File: src/ffba_pkg.sv
// ----------------------------------------------------------------------------
// ffba_pkg
// Shared types and constants of the first-fit bin allocator.
// ----------------------------------------------------------------------------
package ffba_pkg;

    localparam int CAP_W            = 13;
    localparam int REQ_W            = 13;
    localparam int DEF_NUM_BINS     = 10;
    localparam int DEF_MAX_CAPACITY = 4096;
    localparam logic [CAP_W-1:0] CAP_RESET = 13'd4096;

    typedef enum logic
    {
        OP_CLEAR = 1'b0,
        OP_ALLOC = 1'b1
    } op_t;

    // Per-cycle command broadcast to every cell of the row.
    typedef struct packed
    {
        logic clear;
        logic alloc;
    } cell_ctl_t;

endpackage

File: src/ffba_cell.sv
// ----------------------------------------------------------------------------
// ffba_cell
// One bin: holds its fill level and touched flag, tests the request and
// passes the claim bit on to the next higher bin.
// ----------------------------------------------------------------------------
module ffba_cell #(
    parameter int OFF_W = 12,
    parameter int SUM_W = 14
) (
    input  logic                       clk,
    input  logic                       rst_n,
    input  ffba_pkg::cell_ctl_t        ctl,
    input  logic [ffba_pkg::REQ_W-1:0] req,
    input  logic [SUM_W-1:0]           cap,
    input  logic                       claim_in,
    output logic                       claim_out,
    output logic                       grant,
    output logic [OFF_W-1:0]           fill,
    output logic                       touched_next
);
    import ffba_pkg::*;

    logic [OFF_W-1:0] fill_reg;
    logic [OFF_W-1:0] fill_next;
    logic             touched_reg;
    logic [SUM_W-1:0] sum;
    logic             fits;

    assign sum       = SUM_W'(fill_reg) + SUM_W'(req);
    assign fits      = ctl.alloc && (sum < cap);
    assign grant     = fits && !claim_in;
    assign claim_out = claim_in || fits;
    assign fill      = fill_reg;

    always_comb
    begin
        if (ctl.clear)
        begin
            fill_next    = '0;
            touched_next = 1'b0;
        end
        else if (grant)
        begin
            // The new fill stays below the capacity, so it fits the field.
            fill_next    = sum[OFF_W-1:0];
            touched_next = 1'b1;
        end
        else
        begin
            fill_next    = fill_reg;
            touched_next = touched_reg;
        end
    end

    always_ff @(posedge clk or negedge rst_n)
    begin
        if (!rst_n)
        begin
            fill_reg    <= '0;
            touched_reg <= 1'b0;
        end
        else
        begin
            fill_reg    <= fill_next;
            touched_reg <= touched_next;
        end
    end

endmodule

File: src/first_fit_bin_allocator.sv
// ----------------------------------------------------------------------------
// first_fit_bin_allocator
// Keeps a fill level per bin and grants each request to the lowest bin that
// still has room, reporting the bin, the start offset and the touched mask.
// ----------------------------------------------------------------------------
// Latency: the result word appears on the cycle after start, with done high.
// Throughput: one word per cycle; busy never rises, since the row of cells
// tests all bins and updates the chosen fill as it takes the command.
// The receiver cannot stall; each result is shown for exactly one cycle.
// Reset empties every bin, clears the touched flags and sets the capacity
// register to 4096; no clearing sweep is needed.
// ----------------------------------------------------------------------------
module first_fit_bin_allocator #(
    parameter int NUM_BINS     = ffba_pkg::DEF_NUM_BINS,
    parameter int MAX_CAPACITY = ffba_pkg::DEF_MAX_CAPACITY,
    parameter int IDX_W        = (NUM_BINS > 1) ? $clog2(NUM_BINS) : 1,
    parameter int OFF_W        = $clog2(MAX_CAPACITY)
) (
    input  logic                       clk,
    input  logic                       rst_n,
    // Command channel.
    input  logic                       start,
    output logic                       busy,
    input  logic                       op,
    input  logic [ffba_pkg::REQ_W-1:0] request_count,
    // Result channel.
    output logic                       done,
    output logic                       granted,
    output logic [IDX_W-1:0]           bin_index,
    output logic [OFF_W-1:0]           bin_offset,
    output logic [NUM_BINS-1:0]        touched_mask,
    // Capacity register write channel.
    input  logic                       cfg_valid,
    output logic                       cfg_ready,
    input  logic [ffba_pkg::CAP_W-1:0] cfg_data
);
    import ffba_pkg::*;

    // The sum of a fill and a request needs one bit more than either. Since
    // OFF_W + 1 bits can hold MAX_CAPACITY, the clamped capacity fits too.
    localparam int SUM_W = ((OFF_W > REQ_W) ? OFF_W : REQ_W) + 1;
    localparam logic [SUM_W-1:0] CAP_LIMIT = SUM_W'(MAX_CAPACITY);

    logic [CAP_W-1:0]    cap_reg;
    logic [SUM_W-1:0]    cap_ext;
    logic [SUM_W-1:0]    cap_eff;
    logic                accept;
    cell_ctl_t           ctl;

    logic [NUM_BINS:0]   claim;
    logic [NUM_BINS-1:0] grant;
    logic [NUM_BINS-1:0] touched_next;
    logic [OFF_W-1:0]    fill [NUM_BINS];

    logic                done_reg;
    logic                granted_reg;
    logic [IDX_W-1:0]    index_reg;
    logic [IDX_W-1:0]    index_next;
    logic [OFF_W-1:0]    offset_reg;
    logic [OFF_W-1:0]    offset_next;
    logic [NUM_BINS-1:0] mask_reg;

    // Every cycle can take a command, and the capacity register is always
    // ready for a write.
    assign busy      = 1'b0;
    assign cfg_ready = 1'b1;
    assign accept    = start && !busy;

    always_ff @(posedge clk or negedge rst_n)
    begin
        if (!rst_n)
        begin
            cap_reg <= CAP_RESET;
        end
        else if (cfg_valid && cfg_ready)
        begin
            cap_reg <= cfg_data;
        end
    end

    // A programmed capacity above the bin size is clamped to the bin size.
    assign cap_ext = SUM_W'(cap_reg);
    assign cap_eff = (cap_ext > CAP_LIMIT) ? CAP_LIMIT : cap_ext;

    assign ctl.clear = accept && (op == OP_CLEAR);
    assign ctl.alloc = accept && (op == OP_ALLOC);

    // The claim bit enters the row at bin zero and is set by the first bin
    // that fits, so every higher bin sees the request as already taken.
    assign claim[0] = 1'b0;

    for (genvar i = 0; i < NUM_BINS; i++)
    begin : g_cell
        ffba_cell #(
            .OFF_W (OFF_W),
            .SUM_W (SUM_W)
        ) u_cell (
            .clk          (clk),
            .rst_n        (rst_n),
            .ctl          (ctl),
            .req          (request_count),
            .cap          (cap_eff),
            .claim_in     (claim[i]),
            .claim_out    (claim[i+1]),
            .grant        (grant[i]),
            .fill         (fill[i]),
            .touched_next (touched_next[i])
        );
    end

    // At most one bin grants, so the index and offset are plain OR
    // reductions over the one-hot grant vector.
    always_comb
    begin
        index_next  = '0;
        offset_next = '0;
        for (int i = 0; i < NUM_BINS; i++)
        begin
            if (grant[i])
            begin
                index_next  = index_next | IDX_W'(i);
                offset_next = offset_next | fill[i];
            end
        end
    end

    always_ff @(posedge clk or negedge rst_n)
    begin
        if (!rst_n)
        begin
            done_reg <= 1'b0;
        end
        else
        begin
            done_reg <= accept;
        end
    end

    always_ff @(posedge clk)
    begin
        if (accept)
        begin
            granted_reg <= claim[NUM_BINS];
            index_reg   <= index_next;
            offset_reg  <= offset_next;
            mask_reg    <= touched_next;
        end
    end

    assign done         = done_reg;
    assign granted      = granted_reg;
    assign bin_index    = index_reg;
    assign bin_offset   = offset_reg;
    assign touched_mask = mask_reg;

endmodule

File: config.mk
export PLATFORM = sky130hd
export DESIGN_NAME = first_fit_bin_allocator
export DESIGN_NICKNAME = d
export VERILOG_FILES = /design/src/ffba_pkg.sv /design/src/ffba_cell.sv /design/src/first_fit_bin_allocator.sv
export SDC_FILE = /design/constraint.sdc
export NUM_CORES = 1
export LEC_CHECK = 0
export ABC_AREA = 1
export BUFFER_PORTS_ARGS = -buffer_cell sky130_fd_sc_hd__buf_4
export CAP_MARGIN = 20
export CORE_UTILIZATION = 25
export CTS_CLUSTER_DIAMETER = 150
export DETAILED_ROUTE_END_ITERATION = 10
export SLEW_MARGIN = 10
export SYNTH_ARGS = -nofsm -noshare
export SYNTH_HDL_FRONTEND = slang
export SYNTH_SLANG_ARGS = --single-unit
export TNS_END_PERCENT = 100
File: constraint.sdc
create_clock -name clk -period 7.9 [get_ports clk]
set_input_delay 2.37 -clock clk [delete_from_list [all_inputs] [get_ports clk]]
set_output_delay 2.37 -clock clk [all_outputs]
set_load 0.03 [all_outputs]
==> metrics.yaml, run 1 <==
outcome:
  run_status: "complete, no violations"
floorplan:
  initial_core_util_pct: 25.43
  placeableCoreArea_um2: 61940
  floorplan.die.height_um: 253
  std_cell_rows: 91
  total_die_area_um2: 64010
  chipWidth_um: 253
  number_of_i_o_pins: 61
final_layout:
  layout.cells.most_common_list: "nand2_1, inv_1, ha_1"
  synthToLayoutAreaGrowth_pct: 12.96
  final_layout_size_suffix_gt1_share_pct: 6.865
  layout.cells.most_common: "nand2_1"
  seq_area_um2: 4415
  multi_input_area_um2: 10080
  final_cells: 2993
  largest_register_ffs: 120
  nets: 2424
  nFillCells: 6829
  insertedDiodeCount: 0
clock_tree:
  clk-insertion-delay-late_ns: 0.49
  inserted_clock_buffers: 17
  tritoncts: "built"
  post_cts_resized: 0
  htree_levels: 4
  cts_num_sinks: 171
  cts_hold_buf: 0
  number_of_buffers_on_the_longest_clock_path: 2
  cts.reportedPaths.clkPinSlew_ns: 0.07
  ctsRootBufferMaster: "clkbuf_16"
  post-cts-setup-buffer-count: 0
detailed_routing:
  finalWirelength_um: 52520
  drt_pass1_iterations: 5
  antenna_violating_nets_post_route: 0
  drt-vias-per-instance: 4.826
  post_drt_wl_per_cell_um: 17.55
  detail_route.iter0.violations: 1140
  post-route-drc-count: 0
  vias: 14440
yosys:
  synthesis.nets: 2378
  synth-edff-count: 27
  mappedNetlistArea_um2: 15750
  netlist_instances: 2097
  synth_top_flop_cell: "dfrtp_1"
  synth-seq-area-share_pct: 28.03
  synth_seq_cells: 171
  synth_largest_type_area_fraction_pct: 22.72
  synth.area.top_cells: "dfrtp_1, ha_1, nand2_1"
  yosys.area.top_type: "dfrtp_1"
  postSynth.asyncResetShare_pct: 84.21
  netlist-cell-type-count: 51
  synth.avg_cell_area_um2: 7.511
  yosysWarnings: 0
power:
  powerDensity_nw_per_um2: 350.6
  static-leakage-power_uw: 0.009180
  total_power_uw: 6237
  peakVddDrop_mv: 0.1269
timing:
  max-slew-margin-rel_pct: 23.63
  final.period_utilization_pct: 86.25
  finClkSkew_ns: 0.01357
  setup_tns_ns: 0
  grt_setup_unrepaired: "false"
  period_needed_ns: 6.814
  setup_viol: 0
  worstMarginPinSlew_ns: 1.143
  hold_viol: 0
  clock.fmax_mhz: 146.8
  final_max_slew_viol_count: 0
setup_path:
  criticalPathCategory: "primary input to flop"
  cp-start-kind: "primary input"
  crit_path_end_kind: "flop"
  crit_start: "request_count[0]"
  r2r_cells: 22
  timing.rr.end: "g_cell[7].u_cell.fill[7]"
  r2r_start: "g_cell[2].u_cell.fill[0]"
  r2r_setup_slack_ns: 2.86
  arrival_ns: 7.16
  critPathMaxFanout: 15
  required_ns: 8.24
global_routing:
  grt_util_all_layers_pct: 16.78
  grt_first_pass_wirelength_um: 80480
  number_of_global_route_vias_before_repair: 13700
  grt-ovfl-total: 0
  antenna_found_initial: 0
  grt_max_degree: 81
place:
  placed_wire_length_estimate_um: 37300
  dpl_cells: 2961
  numPortBuffers: 58
  place_congestion: 0.9094
hold_path:
  worstHoldPathCells: 1
  timing.hold.worst.class: "flop to flop"
  hold_end: "g_cell[7].u_cell.touched_reg"
  timing.hold.worst.start: "g_cell[7].u_cell.touched_reg"
flow_run:
  total_of_max_cap_violations: 0
==> cell type report <==
cell class                      instances  share of cell area, %
Multi-Input combinational cell       1601                  56.66
Sequential cell                       171                  24.82
Tap cell                              837                  5.886
Inverter                              267                  5.640
Timing Repair Buffer                   85                  3.678
Clock buffer                           18                  2.412
Clock inverter                         14                 0.9002
==> cells by family (layout without fill, tap and decap cells) <==
group / count (synthesis) / count (layout) / share of synthesized area, %
mux: 4 / 4 / 0.2860
other cells: 2 / 2 / 0.04768
fa+ha+maj: 250 / 250 / 20.34
simple gates: 882 / 882 / 24.22
xor+xnor: 106 / 106 / 5.895
compound gates: 357 / 357 / 13.20
buf+inv: 325 / 384 / 7.984
flops: 171 / 171 / 28.03
==> through the flow <==
stage	instance area, um2	hold WS (ns)	worst slack, ns	utilization, %
after floorplan	15750	0.4411	1.880	-
after global placement	17200	0.4777	0.7142	27.77
after detailed placement	17200	0.4819	0.6445	27.77
after CTS	17790	0.4986	1.153	28.72
after global routing	17790	0.5216	0.7625	28.72
final	17790	0.4950	1.086	28.72
==> how the worst max path moves through the flow <==
stage	end	slack [ns]	cells past startpoint
2_1_floorplan	touched_mask[9]	1.88	22
3_3_place_gp	g_cell[7].u_cell.fill[8]	0.71	23
3_5_place_dp	g_cell[7].u_cell.fill[7]	0.64	23
4_1_cts	g_cell[7].u_cell.fill[7]	1.15	23
5_1_grt	g_cell[7].u_cell.fill[8]	0.76	23
6_report	g_cell[7].u_cell.fill[7]	1.09	23
==> cells in the mapped netlist, drive strengths merged (27+ instances only) <==
master,number
dfrtp,143
inv,267
nor2,150
nand3,221
o21ai,88
xor2,89
buf,31
o21bai,27
nand2,436
ha,240
a21oi,162
nand4,44
clkbuf,27
edfxtp,27
==> report_power, final <==
| part | leakage [uW] | switching (uW) | internal [uW] |
|---|---|---|---|
| Combinational | 0.00670 | 2420 | 1460 |
| Sequential | 0.00220 | 259 | 1200 |
| Clock | 0.000281 | 425 | 473 |
==> worst max-delay path, cell delays in order <==
cell and delay (ns):
buf_4 0.22, ha_1 0.21, inv_1 0.07, fa_1 0.42, nand3b_1 0.17, and2_1 0.18, o31ai_1 0.31, a21oi_1 0.13
o21bai_1 0.20, nand2_1 0.07, a21oi_1 0.12, nor2_1 0.06, xor2_1 0.14, ha_1 0.35, nand4_1 0.14, nor3_1 0.16
nor2_1 0.10, nor2_4 0.29, nand4_2 0.22, nor2_1 0.17, nand2_1 0.36, nand2_1 0.52, o22ai_1 0.14
==> routing by layer <==
metal	share of wire, %	track usage, %	wire (um)	vias to the layer above
met5	0	0	0	-
met3	6.0	3.053	3164	56
met4	1.9	4.519	1022	0
li1	-	-	-	7197
met1	48	23.33	24970	6769
met2	44	26.44	23360	422
No activity file was read; power rests on OpenSTA's default activity.
==> run 2, diff against run 1 <==
--- a/config.mk
+++ b/config.mk
@@ -14,5 +14,6 @@
 export SLEW_MARGIN = 10
 export SYNTH_ARGS = -nofsm -noshare
 export SYNTH_HDL_FRONTEND = slang
+export SYNTH_HIERARCHICAL = 1
 export SYNTH_SLANG_ARGS = --single-unit
 export TNS_END_PERCENT = 100
==> metrics.yaml, run 2 <==
timing:
  finClkSkew_ns: 0.02091  # was 0.01357 ns
  worstMarginPinSlew_ns: 0.9867  # was 1.143 ns
  clock.fmax_mhz: 144.0  # was 146.8 MHz
  setup_tns_ns: 0  # unchanged
  grt_setup_unrepaired: "false"  # unchanged
  period_needed_ns: 6.944  # was 6.814 ns
  setup_viol: 0  # unchanged
  hold_viol: 0  # unchanged
  final.period_utilization_pct: 87.89  # was 86.25%
  max-slew-margin-rel_pct: 34.22  # was 23.63%
  setup_ws_ns: 0.9564  # was 1.086 ns
  final_max_slew_viol_count: 0  # unchanged
setup_path:
  crit_family: "simple AND/OR/NAND/NOR gates"  # unchanged
  crit_path_end_kind: "flop"  # unchanged
  worst-path-buf-inv: 11  # was 2
  critPathMaxFanout: 14  # was 15
  criticalPathCategory: "primary input to flop"  # unchanged
  worst_path_largest_cell_delay_ns: 0.45  # was 0.52 ns
  cp-start-kind: "primary input"  # unchanged
  most_frequent_cell_on_the_critical_path: "nand2_1"
  critPathSlowestCell: "fa_1"  # was nand2_1
  arrival_ns: 7.28  # was 7.16 ns
  required_ns: 8.24  # about the same
  r2r_setup_slack_ns: 2.59  # was 2.86 ns
clock_tree:
  inserted_clock_buffers: 17  # unchanged
  tritoncts: "built"  # unchanged
  htree_levels: 4  # unchanged
  cts.reportedPaths.clkPinSlew_ns: 0.08  # was 0.07 ns
  post-cts-setup-buffer-count: 0  # unchanged
  cts_hold_buf: 0  # unchanged
  clk-insertion-delay-late_ns: 0.47  # was 0.49 ns
  post_cts_resized: 0  # unchanged
  cts_num_sinks: 171  # unchanged
  number_of_buffers_on_the_longest_clock_path: 2  # unchanged
  ctsRootBufferMaster: "clkbuf_16"  # unchanged
final_layout:
  nets: 3133  # was 2424
  largest_register_ffs: 120  # unchanged
  final_layout_size_suffix_gt1_share_pct: 11.14  # was 6.865%
  synthToLayoutAreaGrowth_pct: 10.58  # was 12.96%
  insertedDiodeCount: 0  # unchanged
  layout.cells.most_common: "nand2_1"  # unchanged
  nFillCells: 8313  # was 6829
  multi_input_area_um2: 12320  # was 10080 um2
  layout.cells.most_common_list: "nand2_1, inv_1, nand3_1"  # was nand2_1, inv_1, ha_1
  seq_area_um2: 4415  # unchanged
yosys:
  synth_top_flop_cell: "dfrtp_1"  # unchanged
  yosysWarnings: 6  # was 0
  synth-edff-count: 27  # unchanged
  synth_common_cells: "nand2_1, inv_1, nand3_1"  # was nand2_1, inv_1, ha_1
  synth-seq-area-share_pct: 23.56  # was 28.03%
  yosys.area.top_type: "dfrtp_1"  # unchanged
  mappedNetlistArea_um2: 18740  # was 15750 um2
  postSynth.asyncResetShare_pct: 84.21  # unchanged
  yosysMostFrequentCell: "nand2_1"  # unchanged
  synth.area.top_cells: "dfrtp_1, nand2_1, ha_1"  # was dfrtp_1, ha_1, nand2_1
  netlist-cell-type-count: 38  # was 51
  synth_largest_type_area_fraction_pct: 19.09  # was 22.72%
  synth_seq_cells: 171  # unchanged
  netlist_instances: 2779  # was 2097
  synth.avg_cell_area_um2: 6.745  # was 7.511 um2
floorplan:
  number_of_i_o_pins: 61  # unchanged
  chipWidth_um: 275.8  # was 253 um
  initial_core_util_pct: 25.22  # was 25.43%
  std_cell_rows: 100  # was 91
  floorplan.die.height_um: 275.8  # was 253 um
  placeableCoreArea_um2: 74320  # was 61940 um2
  total_die_area_um2: 76070  # was 64010 um2
flow_run:
  total_of_max_cap_violations: 0  # unchanged
global_routing:
  grt_max_degree: 88  # was 81
  grt-ovfl-total: 0  # unchanged
  grt_first_pass_wirelength_um: 98960  # was 80480 um
  antenna_found_initial: 6  # was 0
  number_of_global_route_vias_before_repair: 16700  # was 13700
  grt_util_all_layers_pct: 17.40  # was 16.78%
power:
  peakVddDrop_mv: 0.1726  # was 0.1269 mV
  power.share.switching_pct: 45.11  # was 49.81%
  comb_power_share_pct: 46.9  # was 62.2%
  power_frac_seq_pct: 30.2  # was 23.4%
  static-leakage-power_uw: 0.01152  # was 0.009180 uW
  switchingPower_uw: 1652  # was 3106 uW
  powerDensity_nw_per_um2: 176.7  # was 350.6 nW/um2
  clock_power_share_pct: 22.9  # was 14.4%
  p_int_uw: 2010  # was 3130 uW
place:
  dp_worst_setup_slack_ns: 0.5116  # was 0.6445 ns
  placed_wire_length_estimate_um: 49770  # was 37300 um
  numPortBuffers: 58  # unchanged
  place_congestion: 0.9443  # was 0.9094
detailed_routing:
  finalWirelength_um: 64860  # was 52520 um
  drt-vias-per-instance: 4.622  # was 4.826
  vias: 17680  # was 14440
  post-route-drc-count: 0  # unchanged
  drt_pass1_iterations: 5  # unchanged
  antenna_violating_nets_post_route: 0  # unchanged
  detail_route.iter0.violations: 1356  # was 1140
  post_drt_wl_per_cell_um: 16.96  # was 17.55 um
hold_path:
  timing.hold.worst.class: "flop to flop"  # unchanged
outcome:
  run_status: "complete, no violations"  # unchanged
run 2: cell count changes in the layout (fill, tap and decap cells not counted), sizes merged, moves of 49 or more:
cell   delta
inv     +160
nand2   +589
nand3    +68
nor2     +52
o21ai    -55
xor2     -49
run 2: cell type report:
class / instances / share of cell area (%)
clock buffers: 19 / 2.089
flip-flops and latches: 171 / 21.30
repair buffers: 80 / 2.916
well taps: 969 / 5.850
clock inverters: 13 / 0.5252
inverters: 435 / 7.878
multi-input cells: 2137 / 59.44
run 2: kinds of logic after synthesis:
logic type	share of synthesized area [%]
multiplexers	0.06008
AO/OA/AOI/OAI	7.096
flip-flops	23.56
adder cells (fa/ha/maj)	17.76
buffers and inverters	10.97
other	0.04007
XOR/XNOR	3.271
AND/OR/NAND/NOR	37.24
run 2: worst reg2reg max path, delay by kind of cell (launching register included):
family / cells / cell delay, ns
fa+ha+maj: 1 / 0.30
simple gates: 22 / 2.09
buf+inv: 12 / 1.87
flops: 1 / 0.37
compound gates: 1 / 0.57
run 2: stage by stage:
stage          total power, uW  util [%]  hold WS, ns  instance area (um2)  cells
2_1_floorplan             2362         -       0.4546                18780   2790
3_3_place_gp              2804     27.16       0.4819                20180   3792
3_5_place_dp              2824     27.16       0.4865                20180   3792
4_1_cts                   3680     27.89       0.5066                20730   3824
5_1_grt                   3966     27.89       0.5217                20730   3824
6_report                  3662     27.89       0.5041                20730   3824
run 2: layer usage:
layer	share of wire, %	GRT usage, %	up-vias
li1	-	-	8949
met1	45	22.48	8109
met2	45	28.70	505
met3	6.3	2.958	100
met4	3.7	6.839	12
met5	0.11	0	-
run 2: path summary, 6_finish.rpt:
kind / start / to / cells after the start
min in group asynchronous: rst_n / cap_reg[0] / 1
setup reg to reg: cap_reg[8] / bin_offset[7] / 36
hold / removal: g_cell[9].u_cell/touched_reg / g_cell[9].u_cell/touched_reg / 2
setup / recovery: request_count[0] / bin_offset[7] / 40
hold reg to reg: g_cell[9].u_cell/touched_reg / g_cell[9].u_cell/touched_reg / 2
max in group asynchronous: rst_n / g_cell[2].u_cell/fill[10] / 2
run 2: power by group through the flow:
stage	registers, uW	clock network, uW	logic (uW)
after floorplan	1100	0	1270
after global placement	1120	0	1690
after detailed placement	1120	0	1710
after CTS	1100	862	1720
after global routing	1120	888	1960
final	1100	840	1720
